<file path="src/hdl/stp_pkg.sv">
`timescale 1ns / 1ps
package stp_pkg;

   // request operation codes
   localparam logic [1:0] OP_TICK = 2'd0;
   localparam logic [1:0] OP_ABS  = 2'd1;
   localparam logic [1:0] OP_REL  = 2'd2;
   localparam logic [1:0] OP_ZERO = 2'd3;

   // motion phase codes
   localparam logic [1:0] PH_IDLE   = 2'd0;
   localparam logic [1:0] PH_ACCEL  = 2'd1;
   localparam logic [1:0] PH_CRUISE = 2'd2;
   localparam logic [1:0] PH_DECEL  = 2'd3;

   // register indexes
   localparam logic [1:0] CSR_STEP_LENGTH  = 2'd0;
   localparam logic [1:0] CSR_ACCELERATION = 2'd1;
   localparam logic [1:0] CSR_INVERT       = 2'd2;

   localparam logic [23:0] STEP_LENGTH_RST  = 24'd209715;
   localparam logic [31:0] ACCELERATION_RST = 32'd256000;
   localparam logic [19:0] US_PER_S         = 20'd1000000;

   localparam int POSITION_WIDTH_DEF = 32;

   typedef struct packed {
      logic accept;
      logic exec;
      logic mul;
      logic sqrt_start;
      logic mul2;
      logic div_start;
      logic commit;
      logic out_load;
   } cmd_type;

   typedef struct packed {
      logic [1:0] op;
      logic       due;
      logic       go;
      logic [1:0] branch;
      logic       sqrt_busy;
      logic       div_busy;
   } status_type;

endpackage

</file>
<file path="src/hdl/stp_ctrl.sv">
`timescale 1ns / 1ps
module stp_ctrl (
   input  logic                clock,
   input  logic                reset,
   input  stp_pkg::status_type status,
   output stp_pkg::cmd_type    cmd,
   input  logic                req_valid,
   output logic                req_stall,
   output logic                rsp_valid,
   input  logic                rsp_stall
);

   localparam logic [3:0] S_IDLE  = 4'd0;
   localparam logic [3:0] S_EXEC  = 4'd1;
   localparam logic [3:0] S_MUL   = 4'd2;
   localparam logic [3:0] S_SQRT  = 4'd3;
   localparam logic [3:0] S_SQRTW = 4'd4;
   localparam logic [3:0] S_MUL2  = 4'd5;
   localparam logic [3:0] S_DIV   = 4'd6;
   localparam logic [3:0] S_DIVW  = 4'd7;
   localparam logic [3:0] S_DONE  = 4'd8;

   logic [3:0] state_ff, state_in;
   logic       rsp_valid_ff, rsp_valid_in;
   logic       out_free;

   assign out_free  = !rsp_valid_ff || !rsp_stall;
   assign req_stall = state_ff != S_IDLE;
   assign rsp_valid = rsp_valid_ff;

   // sequence the work of one request
   always_comb begin
      cmd      = '0;
      state_in = state_ff;
      unique case (state_ff)
         S_IDLE: begin
            if (req_valid) begin
               cmd.accept = 1'b1;
               state_in   = S_EXEC;
            end
         end
         S_EXEC: begin
            cmd.exec = 1'b1;
            priority if (status.op == stp_pkg::OP_TICK) begin
               state_in = status.due ? S_MUL : S_DONE;
            end else if (status.op == stp_pkg::OP_ZERO) begin
               state_in = S_DONE;
            end else begin
               state_in = status.go ? S_MUL : S_DONE;
            end
         end
         S_MUL: begin
            cmd.mul = 1'b1;
            if (status.op == stp_pkg::OP_TICK && status.branch != stp_pkg::PH_CRUISE) begin
               state_in = S_SQRT;
            end else begin
               state_in = S_DIV;
            end
         end
         S_SQRT: begin
            cmd.sqrt_start = 1'b1;
            state_in       = S_SQRTW;
         end
         S_SQRTW: begin
            if (!status.sqrt_busy) state_in = S_MUL2;
         end
         S_MUL2: begin
            cmd.mul2 = 1'b1;
            state_in = S_DIV;
         end
         S_DIV: begin
            cmd.div_start = 1'b1;
            state_in      = S_DIVW;
         end
         S_DIVW: begin
            if (!status.div_busy) begin
               cmd.commit = 1'b1;
               state_in   = S_DONE;
            end
         end
         S_DONE: begin
            if (out_free) begin
               cmd.out_load = 1'b1;
               state_in     = S_IDLE;
            end
         end
         default: state_in = S_IDLE;
      endcase
   end

   // hold the result until taken
   always_comb begin
      if (cmd.out_load) begin
         rsp_valid_in = 1'b1;
      end else if (rsp_stall) begin
         rsp_valid_in = rsp_valid_ff;
      end else begin
         rsp_valid_in = 1'b0;
      end
   end

   always_ff @(posedge clock) begin
      if (reset) begin
         state_ff     <= S_IDLE;
         rsp_valid_ff <= 1'b0;
      end else begin
         state_ff     <= state_in;
         rsp_valid_ff <= rsp_valid_in;
      end
   end

endmodule

</file>
<file path="config.mk">
export PLATFORM = sky130hd
export DESIGN_NAME = stp_ctrl
export DESIGN_NICKNAME = d
export VERILOG_FILES = /design/src/hdl/stp_pkg.sv /design/src/hdl/stp_ctrl.sv
export SDC_FILE = /design/constraint.sdc
export NUM_CORES = 1
export LEC_CHECK = 0
export CORE_AREA = 2 2 39 41
export CTS_CLUSTER_DIAMETER = 150
export CTS_CLUSTER_SIZE = 14
export DETAILED_ROUTE_END_ITERATION = 8
export DIE_AREA = 0 0 41 43
export DONT_BUFFER_PORTS = 1
export GPL_TIMING_DRIVEN = 0
export PLACE_DENSITY = 0.5
export SYNTH_ARGS = -nofsm -noshare
export SYNTH_HDL_FRONTEND = slang
export SYNTH_SLANG_ARGS = --single-unit
</file>
<file path="constraint.sdc">
create_clock -name clock -period 1.8 [get_ports clock]
set_input_delay 0.18 -clock clock [delete_from_list [all_inputs] [get_ports clock]]
set_output_delay 0.18 -clock clock [all_outputs]
set_load 0.02 [all_outputs]
</file>
==> results of run 1 <==
[worst max-delay path by stage]
stage                     slack (ns)        start          end
after global placement          0.24  state_ff[1]       cmd[1]
after floorplan                 0.31  state_ff[3]  state_ff[3]
after global routing           0.001  state_ff[3]       cmd[1]
final                           0.07  state_ff[3]       cmd[1]
after CTS                       0.06  state_ff[3]       cmd[1]
after detailed placement        0.22  state_ff[1]       cmd[1]
[synth_stat cells, types with 2 or more instances]
cell      number
nand2_1        4
clkbuf_1       3
nor2_1         8
a21oi_1        4
o21ai_1        2
nor3_1         2
a31oi_1        2
dfxtp_1        5
nor3b_1        2
nand2b_1       4
o21ai_0        2
or2_1          2
[layout by cell type, fill, tap and decap left out, types with 3 or more instances in the layout]
master    n
nor2_1    8
clkbuf_4  3
nand2_1   4
dfxtp_1   5
nand2b_1  4
a21oi_1   4
[per-stage QoR]
step,util [%],cells
after floorplan,-,56
after global placement,31.1,72
after detailed placement,31.1,72
after CTS,33.9,77
after global routing,33.9,77
final,33.9,77
[layout make-up]
class / instances / area, um^2
plain buffers: 5 / 32.5
clock buffers: 4 / 26.3
fillers: 159 / 915
inverters: 1 / 3.75
multi-input cells: 45 / 277
flip-flops and latches: 5 / 100
well taps: 16 / 20.0
repair buffers: 1 / 10.0
[metal layers]
metal | vias to the layer above | wire [um] | GRT usage [%]
met3 | 0 | 86 | 6.81
met1 | 192 | 477 | 17.6
met4 | 0 | 0 | 4.00
met2 | 18 | 484 | 20.6
met5 | - | 0 | 0
li1 | 208 | - | -
[power by group]
part | switching (uW) | leakage [uW] | internal (uW)
logic | 312 | 0.000120 | 153
clock network | 53.3 | 0.0000150 | 84.3
registers | 22.3 | 0.0000409 | 148
[cells by family after synthesis]
logic type,after synthesis,share of synthesized area [%]
AOI/OAI and AO/OA,17,28.4
buffers and inverters,6,8.23
DFF,5,24.4
muxes,1,2.44
and+or+nand+nor,27,36.6
[sequential cells by signal, indices dropped and copies added (netlist names)]
register	cells
state_ff	4
rsp_valid	1
[critical path, cell delays in order, from the launching register on]
cell and delay, ns:
dfxtp_1 0.30, buf_6 0.13, nand2b_1 0.20, or2_2 0.35, nor2_1 0.32
[repair_timing]
action / CTS / global route
resized for setup: 2 / 0
hold endpoints to repair: 3 / 0
hold buffers: 1 / 0
endpoints found under the setup margin: 1 / 0
==> out/metrics.yaml, run 1 <==
timing:
  setup_viol: 0
  relSlewSlack_pct: 56.1
  worst_slack_ns: 0.0737
  finClkSkew_ns: 0.000461
  timing.fmax_mhz: 579
  rsz0062_at_grt: "no"
  fin_crit_sh_pct: 95.9
  fin_crit_ns: 1.73
  finalHoldViolCount: 0
  hold_slack_ns: 0.0488
  finalSetupTns_ns: 0
  slew_violations: 0
  worstMarginPinSlew_ns: 0.657
clock_network:
  clkSlewWorstSetupHoldPaths_ns: 0.05
  htreeDepth: 1
  cts_root_buffer: "clkbuf_4"
  cts_tree: "yes"
  cts_num_sinks: 5
  post-cts-setup-buffers: 0
  cts_buffer_depth: 2
  numCtsBuffers: 3
  clk_latency_ns: 0.25
worst_hold_path:
  hold_path_class: "in -> reg"
  hold-path-cell-count: 1
  hold_path_end: "state_ff[0]"
  hold_start: "reset"
yosys:
  avgSynthCellArea_um2: 7.33
  syn_inst: 56
  synth_area_leaders: "dfxtp_1, nor2_1, nand2b_1, a21oi_1, nand2_1"
  synth_area_leader_cell: "dfxtp_1"
  seq_area_frac_synth_pct: 24.4
  synth_fp_nets: 68
  yosysWarnings: 0
  synth_area_um2: 410
  synth_edf_count: 0
  async_flop_share_pct: 0
  synth_top_area_share_pct: 24.4
  yosys_register_bits: 5
  ys.flop_type: "dfxtp_1"
  synth.distinct_cells: 28
drt:
  drc: 0
  wl_per_cell_um: 13.6
  routed_via_density: 5.43
  initialDrtViolationCount: 3
  num_vias: 418
  detail-route-antenna-nets: 0
  dr.pass1.iters: 3
  drt_wl_total_um: 1050
floorplanning:
  dieArea_um2: 1760
  start_util_pct: 29.7
  num_rows: 14
  coreArea_um2: 1380
  ios: 22
  die_h_um: 43
  die_w_um: 41
placed_design:
  io_buffers: 0
  globalplace.congestion: 0.711
  placed_area_um2: 430
  post-dp-hpwl_um: 783
  pre_cts_ws_ns: 0.220
cells_and_area:
  drive_gt1_share_pct: 18.0
  antenna_cells: 0
  layout.nets: 74
  stdcell_area_um2: 469
  area_growth_pct: 14.3
worst_setup_path:
  rr_endpoint: "state_ff[3]"
  required_ns: 1.62
  rr_startpoint: "state_ff[3]"
  crit_arrival_ns: 1.55
  startpoint_type: "flop"
  r2r_slack_ns: 0.24
  r2r_cells: 5
  cp-end-kind: "primary output"
  cp_max_fo: 9
  critPathKind: "reg -> out"
power_and_ir_drop:
  power.density_nw_per_um2: 1650
  p_total_uw: 773
  ir_drop_mv: 0.647
  leakagePower_uw: 0.000175
grt:
  grt_pass1_vias: 408
  track_usage_pct: 14.0
  grt_first_pass_wirelength_um: 1680
  antenna_found_initial: 0
  grt_max_degree: 11
  grt.overflow.total: 0
run_status:
  status: "complete, no violations"
flow_run:
  cap_viol_max_count: 0
Note: power is estimated with default switching activity, not from simulation.
==> run 2, diff against run 1 <==
--- a/config.mk
+++ b/config.mk
@@ -6,12 +6,14 @@
 export NUM_CORES = 1
 export LEC_CHECK = 0
 export CORE_AREA = 2 2 39 41
+export CTS_BUF_LIST = sky130_fd_sc_hd__clkbuf_8 sky130_fd_sc_hd__clkbuf_16
 export CTS_CLUSTER_DIAMETER = 150
 export CTS_CLUSTER_SIZE = 14
 export DETAILED_ROUTE_END_ITERATION = 8
 export DIE_AREA = 0 0 41 43
 export DONT_BUFFER_PORTS = 1
 export GPL_TIMING_DRIVEN = 0
+export HOLD_SLACK_MARGIN = 0.12
 export PLACE_DENSITY = 0.5
 export SYNTH_ARGS = -nofsm -noshare
 export SYNTH_HDL_FRONTEND = slang
==> out/metrics.yaml, run 2 (synthesis gave the netlist of run 1 again) <==
cells_and_area:
  nFillCells: 154
  antenna_cells: 0
  largest_reg_flops: 4
  drive_gt1_share_pct: 18.0
  multi_input_area_um2: 277
  layout.nets: 74
  regMostFlops: "state_ff"
  regArea_um2: 100
  layout_commonest_cell: "nor2_1"
  area_growth_pct: 18.9
  layout_common_cells: "nor2_1, dfxtp_1, a21oi_1, nand2b_1, nand2_1"
timing:
  rsz0062_at_grt: "no"
  finalSetupTns_ns: 0
  relSlewSlack_pct: 56.1
  finalHoldViolCount: 0
  slew_violations: 0
  setup_viol: 0
  fin_crit_ns: 1.70
  timing.fmax_mhz: 588
  worstMarginPinSlew_ns: 0.657
  finClkSkew_ns: 0.00127
  fin_crit_sh_pct: 94.4
clock_network:
  post-cts-setup-buffers: 0
  numCtsBuffers: 3
  clk_latency_ns: 0.22
  cts_num_sinks: 5
  cts_root_buffer: "clkbuf_8"
  cts_buffer_depth: 2
  clkSlewWorstSetupHoldPaths_ns: 0.04
  cts_tree: "yes"
  htreeDepth: 1
placed_design:
  post-dp-hpwl_um: 783
  io_buffers: 0
  globalplace.congestion: 0.711
power_and_ir_drop:
  leakagePower_uw: 0.000187
  ir_drop_mv: 0.850
  pwr-share-comb_pct: 55.3
  internal_power_uw: 448
  p_switching_uw: 396
  p_seq_share_pct: 20.3
  swShare_pct: 46.9
  p_total_uw: 844
  power.density_nw_per_um2: 1730
  clock_power_share_pct: 24.4
drt:
  drc: 0
  detail-route-antenna-nets: 0
  num_vias: 418
  initialDrtViolationCount: 3
  routed_via_density: 5.43
  wl_per_cell_um: 13.9
  dr.pass1.iters: 3
  drt_wl_total_um: 1070
grt:
  grt.overflow.total: 0
  grt_first_pass_wirelength_um: 1660
  antenna_found_initial: 0
  grt_pass1_vias: 391
  grt_max_degree: 11
  track_usage_pct: 14.5
worst_hold_path:
  hold_path_class: "in -> reg"
worst_setup_path:
  crit_arrival_ns: 1.52
  slowest_delay_ns: 0.35
  required_ns: 1.62
  startpoint_type: "flop"
  critPathKind: "reg -> out"
  slowest_stage: "or2_2"
  cp_max_fo: 9
  path_cells: "buf_6 -> nand2b_1 -> or2_2 -> nor2_1"
  cp-end-kind: "primary output"
floorplanning:
  ios: 22
  start_util_pct: 29.7
  num_rows: 14
  coreArea_um2: 1380
  die_w_um: 41
  die_h_um: 43
  dieArea_um2: 1760
run_status:
  status: "complete, no violations"
flow_run:
  cap_viol_max_count: 0
## run 2: cell types whose count changed in the layout (fill, tap and decap cells not counted)
cell	change
clkbuf_4	-3
clkbuf_8	+3
clkbuf_1	-1
inv_1	+1
## run 2: worst paths after layout
check	startpoint	end	slack, ns	cells past startpoint
hold reg to reg	state_ff[2]	rsp_valid	0.55	2
hold / removal	status[0]	state_ff[0]	0.13	2
setup / recovery	state_ff[3]	cmd[1]	0.10	4
setup reg to reg	state_ff[3]	state_ff[3]	0.24	5
## run 2: power groups by stage
stage / sequential [uW] / combinational, uW / clock (uW)
3_3_place_gp: 172 / 456 / 0
6_report: 171 / 466 / 206
5_1_grt: 174 / 526 / 219
2_1_floorplan: 168 / 394 / 0
4_1_cts: 172 / 472 / 211
3_5_place_dp: 173 / 460 / 0
## run 2: layout make-up
class	instances	share of cell area [%]
Multi-Input combinational cell	45	56.7
Sequential cell	5	20.5
Clock buffer	3	8.46
Buffer	5	6.67
Tap cell	16	4.10
Timing Repair Buffer	1	2.05
Clock inverter	1	0.769
Inverter	1	0.769
## run 2: timing repair
item                                    in CTS  in global routing
hold buffers                                 1                  0
endpoints found under the setup margin       1                  0
gates resized for setup                      2                  0
endpoints found under the hold margin        4                  0
## run 2: routing by layer
metal | up-vias | wire length, um | GRT usage (%)
met5 | - | 0 | 0
met4 | 0 | 12 | 8.00
met3 | 2 | 82 | 6.81
met2 | 17 | 514 | 20.3
met1 | 190 | 464 | 17.6
li1 | 209 | - | -
## run 2: stage by stage
step / worst slack (ns) / hold WS (ns) / instance area (um^2) / utilization, % / cells
3_5_place_dp: 0.220 / 0.247 / 430 / 31.1 / 72
3_3_place_gp: 0.244 / 0.247 / 430 / 31.1 / 72
2_1_floorplan: 0.311 / 0.245 / 410 / - / 56
6_report: 0.100 / 0.126 / 488 / 35.3 / 77
4_1_cts: 0.0886 / 0.121 / 488 / 35.3 / 77
5_1_grt: 0.0320 / 0.121 / 488 / 35.3 / 77
## run 2: worst max-delay path: cells and delay by family, from the launching register on
| family | cells | cell delay (ns) |
|---|---|---|
| buffers and inverters | 1 | 0.13 |
| DFF | 1 | 0.30 |
| and+or+nand+nor | 3 | 0.87 |
==> run 3, diff against run 2 <==
--- a/config.mk
+++ b/config.mk
@@ -14,7 +14,7 @@
 export DONT_BUFFER_PORTS = 1
 export GPL_TIMING_DRIVEN = 0
 export HOLD_SLACK_MARGIN = 0.12
-export PLACE_DENSITY = 0.5
+export PLACE_DENSITY = 0.52
 export SYNTH_ARGS = -nofsm -noshare
 export SYNTH_HDL_FRONTEND = slang
 export SYNTH_SLANG_ARGS = --single-unit
==> out/metrics.yaml, run 3 (synthesis gave the netlist of run 1 again) <==
grt:
  grt_pass1_vias: 391
  grt_max_degree: 11
  grt.overflow.total: 0
  antenna_found_initial: 0
  grt_first_pass_wirelength_um: 1690
  track_usage_pct: 14.6
placed_design:
  globalplace.congestion: 0.783
  io_buffers: 0
  post-dp-hpwl_um: 739
cells_and_area:
  largest_reg_flops: 4
  drive_gt1_share_pct: 19.4
  antenna_cells: 0
  nFillCells: 154
  layout_common_cells: "nor2_1, dfxtp_1, a21oi_1, nand2b_1, nand2_1"
  regMostFlops: "state_ff"
  layout_commonest_cell: "nor2_1"
  area_growth_pct: 22.0
  layout.nets: 75
worst_setup_path:
  slowest_stage: "nor3b_1"
  rr_endpoint: "state_ff[3]"
  slowest_delay_ns: 0.59
  r2r_slack_ns: 0.23
  crit_arrival_ns: 1.43
  critPathKind: "reg -> out"
  cp-end-kind: "primary output"
  rr_startpoint: "state_ff[3]"
  r2r_cells: 5
  cp_max_fo: 9
  startpoint_type: "flop"
  required_ns: 1.62
  worstSetupEndpoint: "cmd[3]"
  path_cells: "buf_6 -> nand2b_1 -> nor3b_1"
  crit_start: "state_ff[3]"
floorplanning:
  num_rows: 14
  coreArea_um2: 1380
  start_util_pct: 29.7
  ios: 22
  die_h_um: 43
  die_w_um: 41
  dieArea_um2: 1760
flow_run:
  cap_viol_max_count: 0
timing:
  rsz0062_at_grt: "no"
  setup_viol: 0
  finalHoldViolCount: 0
  finClkSkew_ns: 0.000104
  worstMarginPinSlew_ns: 0.654
  timing.fmax_mhz: 620
  slew_violations: 0
  relSlewSlack_pct: 56.3
  fin_crit_ns: 1.61
  fin_crit_sh_pct: 89.6
  finalSetupTns_ns: 0
clock_network:
  cts_root_buffer: "clkbuf_8"
  htreeDepth: 1
  clkSlewWorstSetupHoldPaths_ns: 0.03
  cts_tree: "yes"
  cts_num_sinks: 5
  cts_buffer_depth: 2
  clk_latency_ns: 0.22
  numCtsBuffers: 3
  post-cts-setup-buffers: 0
drt:
  dr.pass1.iters: 2
  num_vias: 424
  drt_wl_total_um: 1020
  wl_per_cell_um: 13.1
  drc: 0
  detail-route-antenna-nets: 0
  initialDrtViolationCount: 3
  routed_via_density: 5.44
power_and_ir_drop:
  leakagePower_uw: 0.000191
  ir_drop_mv: 0.615
  power.density_nw_per_um2: 1680
  p_total_uw: 842
run_status:
  status: "complete, no violations"
worst_hold_path:
  hold_path_class: "in -> reg"
[run 3: cell types whose count changed in the layout (fill, tap and decap cells not counted), sizes merged]
cell / change
dlygate4sd3: +1
[run 3: critical path, delay by kind of cell (launching register included)]
family / cells / cell delay (ns)
buffers and inverters: 1 / 0.13
DFF: 1 / 0.30
and+or+nand+nor: 2 / 0.79
[run 3: worst min-delay path by stage]
stage	endpoint	from	slack, ns	cells after the start
global placement	state_ff[3]	reset	0.25	1
detailed placement	state_ff[3]	reset	0.25	1
global route	rsp_valid	rsp_stall	0.15	2
CTS	rsp_valid	rsp_stall	0.13	2
finish	rsp_valid	rsp_stall	0.14	2
floorplan	state_ff[3]	reset	0.24	1
[run 3: repair_timing]
item                                   CTS  global route
endpoints found under the hold margin    5             0
hold buffers                             2             0
pin swaps                                0             0
setup endpoints to repair                1             3
gates resized for setup                  1             4
[run 3: layer usage]
metal	up-vias	GRT usage (%)	share of wire, %
met4	0	10.0	2.5
met1	183	20.3	48
met3	4	3.14	6.6
met5	-	0	0
met2	23	19.1	42
li1	214	-	-
[run 3: layout make-up]
| class | instances | area (um^2) | area share (%) |
|---|---|---|---|
| tap | 16 | 20.0 | 4.00 |
| sequential | 5 | 100 | 20.0 |
| timing repair buffer | 2 | 20.0 | 4.00 |
| clock inverter | 1 | 3.75 | 0.750 |
| inverter | 1 | 3.75 | 0.750 |
| multi-input combinational | 45 | 279 | 55.8 |
| buffer | 5 | 32.5 | 6.50 |
| clock buffer | 3 | 41.3 | 8.25 |
[run 3: per-stage QoR]
stage	cells	setup slack [ns]	hold slack [ns]	util, %	area, um^2
floorplan	56	0.311	0.245	-	410
global placement	72	0.218	0.248	31.1	430
CTS	78	0.0883	0.131	36.0	498
detailed placement	72	0.230	0.251	31.1	430
global route	78	0.105	0.148	36.2	500
finish	78	0.187	0.135	36.2	500
[run 3: where the power goes]
| part | total (uW) | switching (uW) | internal, uW |
|---|---|---|---|
| registers | 171 | 22.8 | 148 |
| clock network | 200 | 54.3 | 146 |
| logic | 471 | 316 | 155 |
| total | 842 | 393 | 449 |
